$ cat src/hdl/bfim_pkg.sv
// Shared constants, types and helpers of the Bloom filter membership block.
package bfim_pkg;

    localparam int unsigned BIT_CAPACITY = 65536;
    localparam int unsigned HASH_COUNT   = 3;
    localparam int unsigned IDX_W        = $clog2(BIT_CAPACITY);
    localparam int unsigned CNT_W        = IDX_W + 1;
    localparam int unsigned HSEL_W       = (HASH_COUNT > 1) ? $clog2(HASH_COUNT) : 1;

    localparam logic [31:0] XP2 = 32'h85EBCA77;
    localparam logic [31:0] XP3 = 32'hC2B2AE3D;
    localparam logic [31:0] XP4 = 32'h27D4EB2F;
    localparam logic [31:0] XP5 = 32'h165667B1;

    localparam logic [CNT_W-1:0] BIT_COUNT_RESET = CNT_W'(BIT_CAPACITY);
    localparam logic [31:0] SEED_FIRST_RESET  = 32'h9747B28C;
    localparam logic [31:0] SEED_SECOND_RESET = 32'h5D3A11E7;
    localparam logic [31:0] SEED_THIRD_RESET  = 32'h1F8C3E96;

    localparam logic [1:0] REG_BIT_COUNT   = 2'd0;
    localparam logic [1:0] REG_SEED_FIRST  = 2'd1;
    localparam logic [1:0] REG_SEED_SECOND = 2'd2;
    localparam logic [1:0] REG_SEED_THIRD  = 2'd3;

    localparam logic OP_INSERT = 1'b0;
    localparam logic OP_QUERY  = 1'b1;

    // Commands from the controller to the datapath.
    typedef struct packed {
        logic              load_key;
        logic              hash_start;
        logic [HSEL_W-1:0] hash_sel;
        logic              div_start;
        logic              mem_write;
        logic              mem_read;
        logic              clear_write;
        logic [IDX_W-1:0]  clear_addr;
    } bfim_cmd_t;

    // Status from the datapath to the controller.
    typedef struct packed {
        logic hash_done;
        logic div_done;
    } bfim_status_t;

endpackage

$ cat src/hdl/bfim_ctrl.sv
// Controller state machine: clearing pass, hash and reduction sequencing, result handshake.
module bfim_ctrl
    import bfim_pkg::*;
(
    input  logic         clk,
    input  logic         rst_n,
    input  logic         in_valid,
    output logic         in_stall,
    input  logic         operation,
    output logic         out_valid,
    input  logic         out_stall,
    output logic         present,
    output bfim_cmd_t    cmd,
    input  bfim_status_t status,
    input  logic         rd_bit
);

    typedef enum logic [2:0] {
        S_CLEAR, S_IDLE, S_HASH, S_DIV, S_MEM, S_CHECK, S_OUT
    } state_t;

    state_t            state_reg, state_next;
    logic [IDX_W-1:0]  clr_reg, clr_next;
    logic [HSEL_W-1:0] hsel_reg, hsel_next;
    logic              query_reg, query_next;
    logic              all_reg, all_next;
    logic              out_valid_next, present_next;
    logic              last_hash;

    assign last_hash = (hsel_reg == HSEL_W'(HASH_COUNT - 1));
    assign in_stall  = (state_reg != S_IDLE);

    always_comb
    begin
        state_next      = state_reg;
        clr_next        = clr_reg;
        hsel_next       = hsel_reg;
        query_next      = query_reg;
        all_next        = all_reg;
        out_valid_next  = out_valid;
        present_next    = present;
        cmd             = '0;
        cmd.hash_sel    = hsel_reg;
        cmd.clear_addr  = clr_reg;
        if (out_valid && !out_stall) begin
            out_valid_next = 1'b0;
        end
        case (state_reg)
            S_CLEAR:
            begin
                cmd.clear_write = 1'b1;
                clr_next = clr_reg + 1'b1;
                if (&clr_reg) begin
                    state_next = S_IDLE;
                end
            end
            S_IDLE:
            begin
                if (in_valid) begin
                    cmd.load_key = 1'b1;
                    query_next   = (operation == OP_QUERY);
                    all_next     = 1'b1;
                    hsel_next    = '0;
                    state_next   = S_HASH;
                end
            end
            S_HASH:
            begin
                // The hash unit is always idle here, so it is started at once.
                cmd.hash_start = 1'b1;
                state_next     = S_DIV;
            end
            S_DIV:
            begin
                if (status.hash_done) begin
                    cmd.div_start = 1'b1;
                    state_next    = S_MEM;
                end
            end
            S_MEM:
            begin
                if (status.div_done) begin
                    if (query_reg) begin
                        cmd.mem_read = 1'b1;
                        state_next   = S_CHECK;
                    end else begin
                        cmd.mem_write = 1'b1;
                        if (last_hash) begin
                            state_next = S_IDLE;
                        end else begin
                            hsel_next  = hsel_reg + 1'b1;
                            state_next = S_HASH;
                        end
                    end
                end
            end
            S_CHECK:
            begin
                all_next = all_reg & rd_bit;
                if (last_hash) begin
                    state_next = S_OUT;
                end else begin
                    hsel_next  = hsel_reg + 1'b1;
                    state_next = S_HASH;
                end
            end
            S_OUT:
            begin
                if (!out_valid || !out_stall) begin
                    out_valid_next = 1'b1;
                    present_next   = all_reg;
                    state_next     = S_IDLE;
                end
            end
            default: state_next = S_IDLE;
        endcase
    end

    always_ff @(posedge clk or negedge rst_n)
    begin
        if (!rst_n) begin
            state_reg <= S_CLEAR;
            clr_reg   <= '0;
            hsel_reg  <= '0;
            query_reg <= 1'b0;
            all_reg   <= 1'b1;
            out_valid <= 1'b0;
            present   <= 1'b0;
        end else begin
            state_reg <= state_next;
            clr_reg   <= clr_next;
            hsel_reg  <= hsel_next;
            query_reg <= query_next;
            all_reg   <= all_next;
            out_valid <= out_valid_next;
            present   <= present_next;
        end
    end

endmodule

$ cat config.mk
export PLATFORM = sky130hd
export DESIGN_NAME = bfim_ctrl
export DESIGN_NICKNAME = d
export VERILOG_FILES = /design/src/hdl/bfim_pkg.sv /design/src/hdl/bfim_ctrl.sv
export SDC_FILE = /design/constraint.sdc
export NUM_CORES = 1
export LEC_CHECK = 0
export ABC_CLOCK_PERIOD_IN_PS = 3200
export BUFFER_PORTS_ARGS = -buffer_cell sky130_fd_sc_hd__buf_4
export CAP_MARGIN = 20
export CORE_ASPECT_RATIO = 1.4
export CORE_UTILIZATION = 50
export DETAILED_ROUTE_END_ITERATION = 10
export GPL_ROUTABILITY_DRIVEN = 1
export GPL_TIMING_DRIVEN = 0
export PLACE_DENSITY = 0.86
export SLEW_MARGIN = 20
export SYNTH_ARGS = -nofsm -noshare
export SYNTH_HDL_FRONTEND = slang
export SYNTH_SLANG_ARGS = --single-unit
$ cat constraint.sdc
create_clock -name clk -period 3.2 [get_ports clk]
set_input_delay 0.64 -clock clk [delete_from_list [all_inputs] [get_ports clk]]
set_output_delay 0.64 -clock clk [all_outputs]
set_load 0.05 [all_outputs]
# ---- Yosys cells after proc, flatten, opt, wreduce, memory -nomap -nowiden
# Index checks and enable logic that the tools add are counted.
dict set report totals {
  reg_bits 25
  input_bits 8
  output_inout_bits 27
  elab_cells 66
}
dict set report classes {
  add_sub_neg 2
  n_eq_ne 14
  n_mux 29
  n_bitwise 1
  reduce_logical 13
}
# operator count
set ops {}
lappend ops {{2-to-1 mux 3 bit} 7}
lappend ops {{one-hot mux 3 bit (7 select lines)} 1}
lappend ops {{adder 16 x 1 -> 16 bit (second input constant)} 1}
lappend ops {{AND reduction 16 bit} 1}
lappend ops {{2-to-1 mux 2 bit} 7}
lappend ops {{2-to-1 mux 1 bit} 12}
lappend ops {{inequality test 2 bit (second input constant)} 6}
lappend ops {{== test 3 bit (second input constant)} 3}
lappend ops {{== test 3 x 2 -> 1 bit (second input constant)} 2}
lappend ops {{one-hot mux 2 bit (3 select lines)} 1}
lappend ops {{AND reduction 2 bit} 3}
lappend ops {{AND reduction 5 bit} 1}
lappend ops {{AND reduction 4 bit} 1}
lappend ops {{== test 3 x 1 -> 1 bit (second input constant)} 1}
lappend ops {{zero test 3 bit} 1}
lappend ops {{inequality test 3 x 1 -> 1 bit (second input constant)} 1}
lappend ops {{nonzero test 3 bit} 1}
lappend ops {{adder 2 x 1 -> 2 bit (second input constant)} 1}
lappend ops {{== test 2 bit (second input constant)} 1}
lappend ops {{zero test 1 bit} 2}
lappend ops {{one-hot mux 1 bit (2 select lines)} 1}
lappend ops {{nonzero test 2 bit} 1}
lappend ops {{AND 1 bit} 1}
lappend ops {{logical AND 1 bit} 1}
lappend ops {{logical OR 1 bit} 1}

# ---- Depth between registers and ports, before layout
# Gate-level depths: netlist of run 1.
dict set report logic_depth {
  depth_word 5
  mapped_depth 7
  ltp_nobuf 6
}

# ---- Least setup slack after synthesis of run 1
# Ideal clock, no wire load.
dict set report synth_timing {
  kind {reg-to-output}
  startpoint {reg state_reg[1]}
  endpoint {out cmd[17] in the netlist's numbering}
  t_arrival_ns 1.453
  required_ns 2.560
  slack_ns 1.107
  stages_incl_launch_ff 5
  n_path_buf 1
  path_cell_list {dfrtp_1 > clkbuf_1 > inv_1 > nand3_1 > nor2_1}
}
# item line_no
set synth_rtl {}
lappend synth_rtl {{start, declared} bfim_ctrl.sv:22} ;# state_t state_reg, state_next;
lappend synth_rtl {{start signal, assigned} bfim_ctrl.sv:130} ;# state_reg <= state_next;
lappend synth_rtl {{end, declared} bfim_ctrl.sv:13} ;# output bfim_cmd_t cmd,

==> results.cfg, run 1 <==
[placement]
gp_congestion = 0.924
post-place-ws_ns = 1.13
dp_hpwl_mm = 2.14
port_buffers = 34
dpl.cell_count = 205

[timing]
rsz0062_at_grt = no
tightest_slew_ns = 0.623
setup_violations = 0
slew_headroom = 0.581
slew_viol_final = 0
period_minus_slack_ns = 2.43
final.setup_skew_ns = 0.00763
fmax_mhz = 411
post-route-period-util = 0.761
finalHoldViolCount = 0
setup_ws_ns = 0.766
tns_ns = 0

[min_path]
hp-class = in2async

[logic_synthesis]
synth_ff_type = dfrtp_1
synth_top_area_share = 0.454
synth_cell_types = 37
async_flop_share = 1.00
syn_avg_cell_area_sq_um = 9.66
synth_edf_count = 0
syn_nets = 148
netlist_instances = 137
yosysTopAreaCell = dfrtp_1
synth_area_leaders = dfrtp_1 45%, xor2_1 5.3%, xnor2_1 4.6%
synth_warnings = 0
synth-seq-area-share = 0.474
syn_area_sq_mm = 0.00132
synth_seq_cells = 25

[die]
io_pins = 35
num_rows = 21
die_w_microns = 45.5
die_height_microns = 62.9
initial_core_util = 0.542
dieArea_sq_mm = 0.00286
core_sq_mm = 0.00244

[pwr]
power_leakage_uw = 0.000816
max-vdd-ir-drop_uv = 823
total_power_uw = 1490
powerDensity_mw_per_mm2 = 902

[layout]
largest_reg_flops = 16
layout.cells.non_filler = 209
final_util = 0.675
fin_nets = 187
diodes = 0
drive_gt1_frac = 0.280
area_growth_pct = 24.6

[drt]
vias = 1140
ant_nets = 0
route.detailed.drc = 0
wl_mm = 2.78
drtPass1Iterations = 4
drt_iter0_drc = 31
wl_per_cell_microns = 13.3
via_per_inst = 5.45

[clock_network]
ctsLongestPathBuffers = 2
hold_buffers = 0
clock-sinks = 25
htree_num_levels = 1
ctsResizeCount = 0
cts-root-buf = clkbuf_4
cts_tree = done
clk_latency_ns = 0.32
numCtsBuffers = 3
path_clk_slew_ns = 0.13
postCtsSetupBuffers = 0

[grt]
antenna_found_initial = 0
grt_overflow = 0
grt_pass1_wl_mm = 4.69
grt_util_all_layers = 0.219
grt_max_degree = 26
grt_pass1_vias = 1121

[outcome]
status = finished, final reports clean

[critical_path]
worst_setup_path_end_kind = output port
crit_buf_inv = 2
criticalPathCategory = reg2out
critPathMaxFanout = 10
critPathSlowestCell = dfrtp_1
crit_required_ns = 2.56
slowest_delay_ns = 0.44
crit_chain = clkbuf_1, nand2b_1, nor2_1, and2_1, buf_4
critPathTopFamily = simple AND/OR/NAND/NOR gates
start_kind = flop
critPathArrivalTime_ns = 1.79

[job]
max_cap_violations = 0
==> placed cells by master, fill, tap and decap left out, types with 5 or more instances in the layout <==
| master | Yosys | final |
|---|---|---|
| nor2_1 | 10 | 10 |
| buf_4 | 0 | 34 |
| o21ai_0 | 5 | 5 |
| nand2_1 | 13 | 13 |
| nand4_1 | 6 | 6 |
| inv_1 | 8 | 8 |
| xor2_1 | 8 | 8 |
| dfrtp_1 | 24 | 24 |
| xnor2_1 | 7 | 7 |
| nand3_1 | 8 | 8 |
==> through the flow <==
step,cell area [sq um],hold WS [ns]
global route,1650,0.208
global placement,1620,0.482
detailed placement,1620,0.492
floorplan,1320,0.344
finish,1650,0.198
CTS,1650,0.202
==> layer usage <==
layer  vias up  routed length, microns  GRT usage
met2        28                    1540      0.398
met3         5                      95     0.0231
li1        554                       -          -
met5         -                       0          0
met1       553                    1100      0.240
met4         0                      39     0.0909
==> cell type report <==
type / instances / area (sq um)
repair buffers: 34 / 255
clock inverters: 1 / 5.00
clock buffers: 3 / 22.5
inverters: 8 / 30.0
plain buffers: 5 / 21.3
well taps: 34 / 42.5
multi-input cells: 99 / 646
flip-flops and latches: 25 / 627
fillers: 221 / 795
==> cell usage after synthesis (2+ instances only) <==
master    instances
nand4_1           6
nand2b_1          3
nor3_1            3
dfrtp_1          24
nor4_1            2
a31oi_1           2
ha_1              3
buf_2             2
nor3_2            2
or2_2             2
xor2_1            8
or3_1             2
nor2b_1           2
a21oi_1           3
and3_1            2
o21ai_0           5
nor2_1           10
inv_1             8
nand2_1          13
clkbuf_1          3
xnor2_1           7
nand3_1           8
mux2_2            3
==> kinds of logic after synthesis <==
| family | synth area share |
|---|---|
| xor+xnor | 0.0992 |
| flops | 0.474 |
| simple gates | 0.236 |
| mux | 0.0255 |
| buf+inv | 0.0388 |
| compound gates | 0.0983 |
| fa+ha+maj | 0.0284 |
==> worst paths after layout <==
kind | start | endpoint | slack [ns] | depth (start not counted)
setup / recovery | state_reg[1] | cmd[23] | 0.77 | 5
hold / removal | rst_n | clr_reg[7] | 0.20 | 1
setup reg to reg | state_reg[1] | state_reg[1] | 1.11 | 7
hold reg to reg | clr_reg[14] | clr_reg[14] | 0.51 | 1
max in group asynchronous | rst_n | all_reg | 2.72 | 1
min in group clk | clr_reg[14] | clr_reg[14] | 0.51 | 1
==> power by group <==
part / switching [uW] / internal (uW) / leakage (uW) / total [uW]
Combinational: 562 / 298 / 0.000472 / 859
Clock: 90.5 / 46.8 / 0.0000177 / 137
Sequential: 92.5 / 399 / 0.000326 / 491
Power figures use the tool's default switching activity.
==> run 2, diff against run 1 <==
--- a/config.mk
+++ b/config.mk
@@ -5,15 +5,16 @@
 export SDC_FILE = /design/constraint.sdc
 export NUM_CORES = 1
 export LEC_CHECK = 0
-export ABC_CLOCK_PERIOD_IN_PS = 3200
+export ABC_AREA = 1
+export ABC_CLOCK_PERIOD_IN_PS = 1990
 export BUFFER_PORTS_ARGS = -buffer_cell sky130_fd_sc_hd__buf_4
 export CAP_MARGIN = 20
 export CORE_ASPECT_RATIO = 1.4
-export CORE_UTILIZATION = 50
+export CORE_UTILIZATION = 48
 export DETAILED_ROUTE_END_ITERATION = 10
 export GPL_ROUTABILITY_DRIVEN = 1
 export GPL_TIMING_DRIVEN = 0
-export PLACE_DENSITY = 0.86
+export PLACE_DENSITY = 0.85
 export SLEW_MARGIN = 20
 export SYNTH_ARGS = -nofsm -noshare
 export SYNTH_HDL_FRONTEND = slang
==> constraint.sdc (replaced) <==
create_clock -name clk -period 1.99 [get_ports clk]
set_input_delay 0.398 -clock clk [delete_from_list [all_inputs] [get_ports clk]]
set_output_delay 0.398 -clock clk [all_outputs]
set_load 0.05 [all_outputs]
==> results.cfg, run 2 <==
[outcome]
status = finished, final reports clean

[pwr]
p_int_uw = 664
comb_power_share = 0.031
clockPowerShare = 0.355
p_sw_uw = 170
p_seq_frac = 0.614
powerDensity_mw_per_mm2 = 439
max-vdd-ir-drop_uv = 300
p_sw_frac = 0.204
power_leakage_uw = 0.00105

[die]
dieArea_sq_mm = 0.00345
num_rows = 24
initial_core_util = 0.500
die_w_microns = 50.0
die_height_microns = 69.1
core_sq_mm = 0.00309
io_pins = 35

[clock_network]
ctsResizeCount = 0
htree_num_levels = 1
hold_buffers = 0
clock-sinks = 25
ctsLongestPathBuffers = 2
clk_latency_ns = 0.26
postCtsSetupBuffers = 0
path_clk_slew_ns = 0.08
cts_tree = done
cts-root-buf = clkbuf_8
numCtsBuffers = 3

[logic_synthesis]
syn_avg_cell_area_sq_um = 7.43
synth_top_area_share = 0.389
synth_edf_count = 0
synth_warnings = 0
async_flop_share = 1.00
synth-seq-area-share = 0.406
syn_nets = 219
synth_seq_cells = 25
yosysTopAreaCell = dfrtp_1
ys_top_cells_by_count = 72 x nand2_1, 24 x dfrtp_1, 24 x inv_1
syn_area_sq_mm = 0.00155
synth_cell_types = 28
synth_ff_type = dfrtp_1
netlist_instances = 208
yosys.cell_count.top_type = nand2_1
synth_area_leaders = dfrtp_1 39%, nand2_1 17%, inv_1 5.8%

[timing]
slew_viol_final = 0
tns_ns = 0
finalHoldViolCount = 0
post-route-period-util = 0.943
tightest_slew_ns = 0.329
setup_violations = 0
rsz0062_at_grt = no
slew_headroom = 0.780
final.setup_skew_ns = 0.00288
period_minus_slack_ns = 1.88
fmax_mhz = 533

[layout]
fin_nets = 258
layout_common_cells = 72 x nand2_1, 34 x buf_4, 24 x inv_1, 24 x dfrtp_1, 21 x nor2_1
layout.cells.non_filler = 285
diodes = 0
drive_gt1_frac = 0.244
fillers = 272
area_growth_pct = 22.9
final_common_cell = nand2_1
largest_reg_flops = 16

[critical_path]
critPathArrivalTime_ns = 1.48
criticalPathCategory = reg2out
critPathMaxFanout = 10
crit_required_ns = 1.59
worst_setup_path_end_kind = output port
start_kind = flop

[grt]
grt_pass1_vias = 1323
grt_max_degree = 26
grt_pass1_wl_mm = 5.37
grt_overflow = 0
antenna_found_initial = 0
grt_util_all_layers = 0.194

[drt]
drt_iter0_drc = 19
wl_per_cell_microns = 10.7
wl_mm = 3.05
vias = 1427
ant_nets = 0
route.detailed.drc = 0
drtPass1Iterations = 4
via_per_inst = 5.01

[placement]
gp_congestion = 0.869
dp_hpwl_mm = 2.35
port_buffers = 34
dpl.cell_count = 281

[min_path]
hp-class = in2async

[job]
max_cap_violations = 0
run 2: cell types whose count changed in the layout (fill, tap and decap cells not counted), sizes merged, moves of 3 or more:
cell    before  now
xnor2        7    2
nor2        10   28
nor3         5    2
inv          8   29
a21oi        3    0
nand3b       0    3
nand2b       3    0
nand3        8   15
mux2         3    0
nand2       13   76
run 2: per-layer routing:
| layer | GRT usage | wire length, microns | vias to the layer above |
|---|---|---|---|
| met4 | 0.0571 | 36 | 0 |
| met2 | 0.356 | 1550 | 43 |
| li1 | - | - | 721 |
| met3 | 0.0199 | 126 | 5 |
| met1 | 0.232 | 1330 | 658 |
| met5 | 0 | 0 | - |
run 2: area by class of cell:
cell class | instances | area [sq um] | area share
clock buffer | 4 | 45.0 | 0.0237
buffer | 1 | 5.00 | 0.00264
inverter | 30 | 115 | 0.0606
sequential | 25 | 627 | 0.330
tap | 39 | 48.8 | 0.0257
multi-input combinational | 152 | 803 | 0.423
timing repair buffer | 34 | 255 | 0.134
run 2: cell families after synthesis:
family | synth area share
XOR/XNOR | 0.0502
buffers and inverters | 0.0777
adder cells (fa/ha/maj) | 0.0243
flip-flops | 0.406
AND/OR/NAND/NOR | 0.412
AO/OA/AOI/OAI | 0.0300
run 2: critical path: stages (launching register included):
cell and delay (ns):
dfrtp_1 0.38, buf_2 0.18, inv_2 0.15, nand2_4 0.14
inv_4 0.15, buf_4 0.22
run 2: final timing paths:
path                              start            to  slack (ns)  cells after the start
max                        state_reg[2]       cmd[16]        0.11                      5
min                               rst_n   clr_reg[10]        0.02                      1
max reg2reg                  clr_reg[0]  state_reg[2]        0.49                      8
min reg2reg                     all_reg       all_reg        0.48                      2
max in group asynchronous         rst_n       all_reg        1.67                      1
min in group clk              operation     query_reg        0.34                      3
run 2: power groups by stage:
stage               clock network [uW]  registers (uW)  logic, uW
detailed placement                   0             522       26.6
floorplan                            0             522       5.05
CTS                                304             512       26.8
global placement                     0             522       26.4
global route                       329             513       29.3
finish                             296             512       26.0
run 2: through the flow:
| step | instance area, sq um | hold slack (ns) | power (uW) | utilization | setup slack, ns |
|---|---|---|---|---|---|
| after global routing | 1900 | 0.0361 | 871 | 0.614 | 0.0435 |
| after CTS | 1900 | 0.0328 | 843 | 0.614 | 0.106 |
| final | 1900 | 0.0203 | 834 | 0.614 | 0.113 |
| after detailed placement | 1850 | 0.321 | 549 | 0.600 | 0.401 |
| after global placement | 1850 | 0.322 | 549 | 0.600 | 0.399 |
| after floorplan | 1550 | 0.102 | 527 | - | 0.190 |
==> run 3, diff against run 2 <==
--- a/config.mk
+++ b/config.mk
@@ -15,6 +15,7 @@
 export GPL_ROUTABILITY_DRIVEN = 1
 export GPL_TIMING_DRIVEN = 0
 export PLACE_DENSITY = 0.85
+export RECOVER_POWER = 100
 export SLEW_MARGIN = 20
 export SYNTH_ARGS = -nofsm -noshare
 export SYNTH_HDL_FRONTEND = slang
==> results.cfg, run 3 (synthesis gave the netlist of run 2 again) <==
[grt]
grt_util_all_layers = 0.194
grt_max_degree = 26
grt_overflow = 0
antenna_found_initial = 0
grt_pass1_wl_mm = 5.37
grt_pass1_vias = 1323

[clock_network]
hold_buffers = 0
ctsResizeCount = 0
numCtsBuffers = 3
cts_tree = done
htree_num_levels = 1
ctsLongestPathBuffers = 2
cts-root-buf = clkbuf_8
path_clk_slew_ns = 0.08
clock-sinks = 25
postCtsSetupBuffers = 0
clk_latency_ns = 0.27

[drt]
via_per_inst = 4.95
vias = 1411
route.detailed.drc = 0
ant_nets = 0
highest_layer = met4
wl_mm = 3.04
wl_met3_microns = 96
wl_per_cell_microns = 10.7
drtPass1Iterations = 4
wl_met2_mm = 1.54
drt-met1-wl_mm = 1.37
drt_iter0_drc = 17

[timing]
tightest_slew_ns = 1.36
setup_ws_ns = 0.124
tns_ns = 0
slew_viol_final = 0
fmax_mhz = 536
finalHoldViolCount = 0
post-route-period-util = 0.938
setup_violations = 0
rsz0062_at_grt = no
period_minus_slack_ns = 1.87
holdWs_ns = 0.339
final.setup_skew_ns = 0.00258
slew_headroom = 0.0965

[layout]
finalInstanceArea_sq_mm = 0.00177
layout_common_cells = 72 x nand2_1, 24 x inv_1, 24 x nor2_1, 24 x dfrtp_1, 22 x clkbuf_1
final_util = 0.571
area_growth_pct = 14.3
largest_reg_flops = 16
final_common_cell = nand2_1
diodes = 0
drive_gt1_frac = 0.142
multiInputGateArea_sq_um = 756
regArea_sq_um = 627
fillers = 311
fin_nets = 258

[placement]
dpl_cell_area_sq_mm = 0.00185
gp_congestion = 0.869
post-place-ws_ns = 0.401
dp_hpwl_mm = 2.35
port_buffers = 34

[critical_path]
reg2reg_slack_ns = 0.20
crit_path_end = cmd[23]
crit_required_ns = 1.59
critPathArrivalTime_ns = 1.47
critPathMaxFanout = 10
start_kind = flop
worst_setup_path_end_kind = output port
r2r_end = clr_reg[11]
r2r_cells = 9
reg2reg_from = state_reg[2]
crit_path_start = state_reg[2]
criticalPathCategory = reg2out

[die]
dieArea_sq_mm = 0.00345
die_w_microns = 50.0
initial_core_util = 0.500
core_sq_mm = 0.00309
io_pins = 35
num_rows = 24
die_height_microns = 69.1

[job]
max_cap_violations = 0

[outcome]
status = finished, final reports clean

[min_path]
hp-class = in2reg

[pwr]
powerDensity_mw_per_mm2 = 472
power_leakage_uw = 0.000934
max-vdd-ir-drop_uv = 301
run 3: cell count changes in the layout (fill, tap and decap cells not counted), sizes merged:
cell | previous run | this run
buf | 35 | 10
clkbuf | 4 | 29
run 3: cell type report:
class	count	share of cell area
buffer	1	0.00283
multi-input combinational	152	0.428
tap	39	0.0276
inverter	30	0.0652
clock buffer	4	0.0255
sequential	25	0.355
timing repair buffer	34	0.0957
run 3: worst max-delay path: stages, from the launching register on:
cell	delay, ns
dfrtp_1	0.38
buf_2	0.18
inv_2	0.15
nand2_2	0.11
nor2_2	0.13
clkbuf_4	0.25
run 3: per-layer routing:
metal | GRT usage | up-vias
met5 | 0 | -
met4 | 0.0571 | 0
met3 | 0.0199 | 5
met2 | 0.356 | 33
met1 | 0.232 | 649
li1 | - | 724
run 3: stage by stage:
stage,total power (uW),instances
finish,833,285
detailed placement,549,281
floorplan,527,208
global placement,549,281
global route,870,285
CTS,843,285
run 3: worst min-delay path by stage:
stage	from	end	slack, ns	depth (start not counted)
3_5_place_dp	rst_n	clr_reg[10]	0.32	1
3_3_place_gp	rst_n	clr_reg[8]	0.32	1
4_1_cts	rst_n	clr_reg[7]	0.03	1
2_1_floorplan	rst_n	clr_reg[0]	0.10	0
6_report	operation	query_reg	0.34	3
5_1_grt	operation	query_reg	0.34	3
run 3: report_power, final:
part / switching [uW] / internal (uW)
clock network: 153 / 143
registers: 1.79 / 510
logic: 15.2 / 9.74
total: 170 / 663
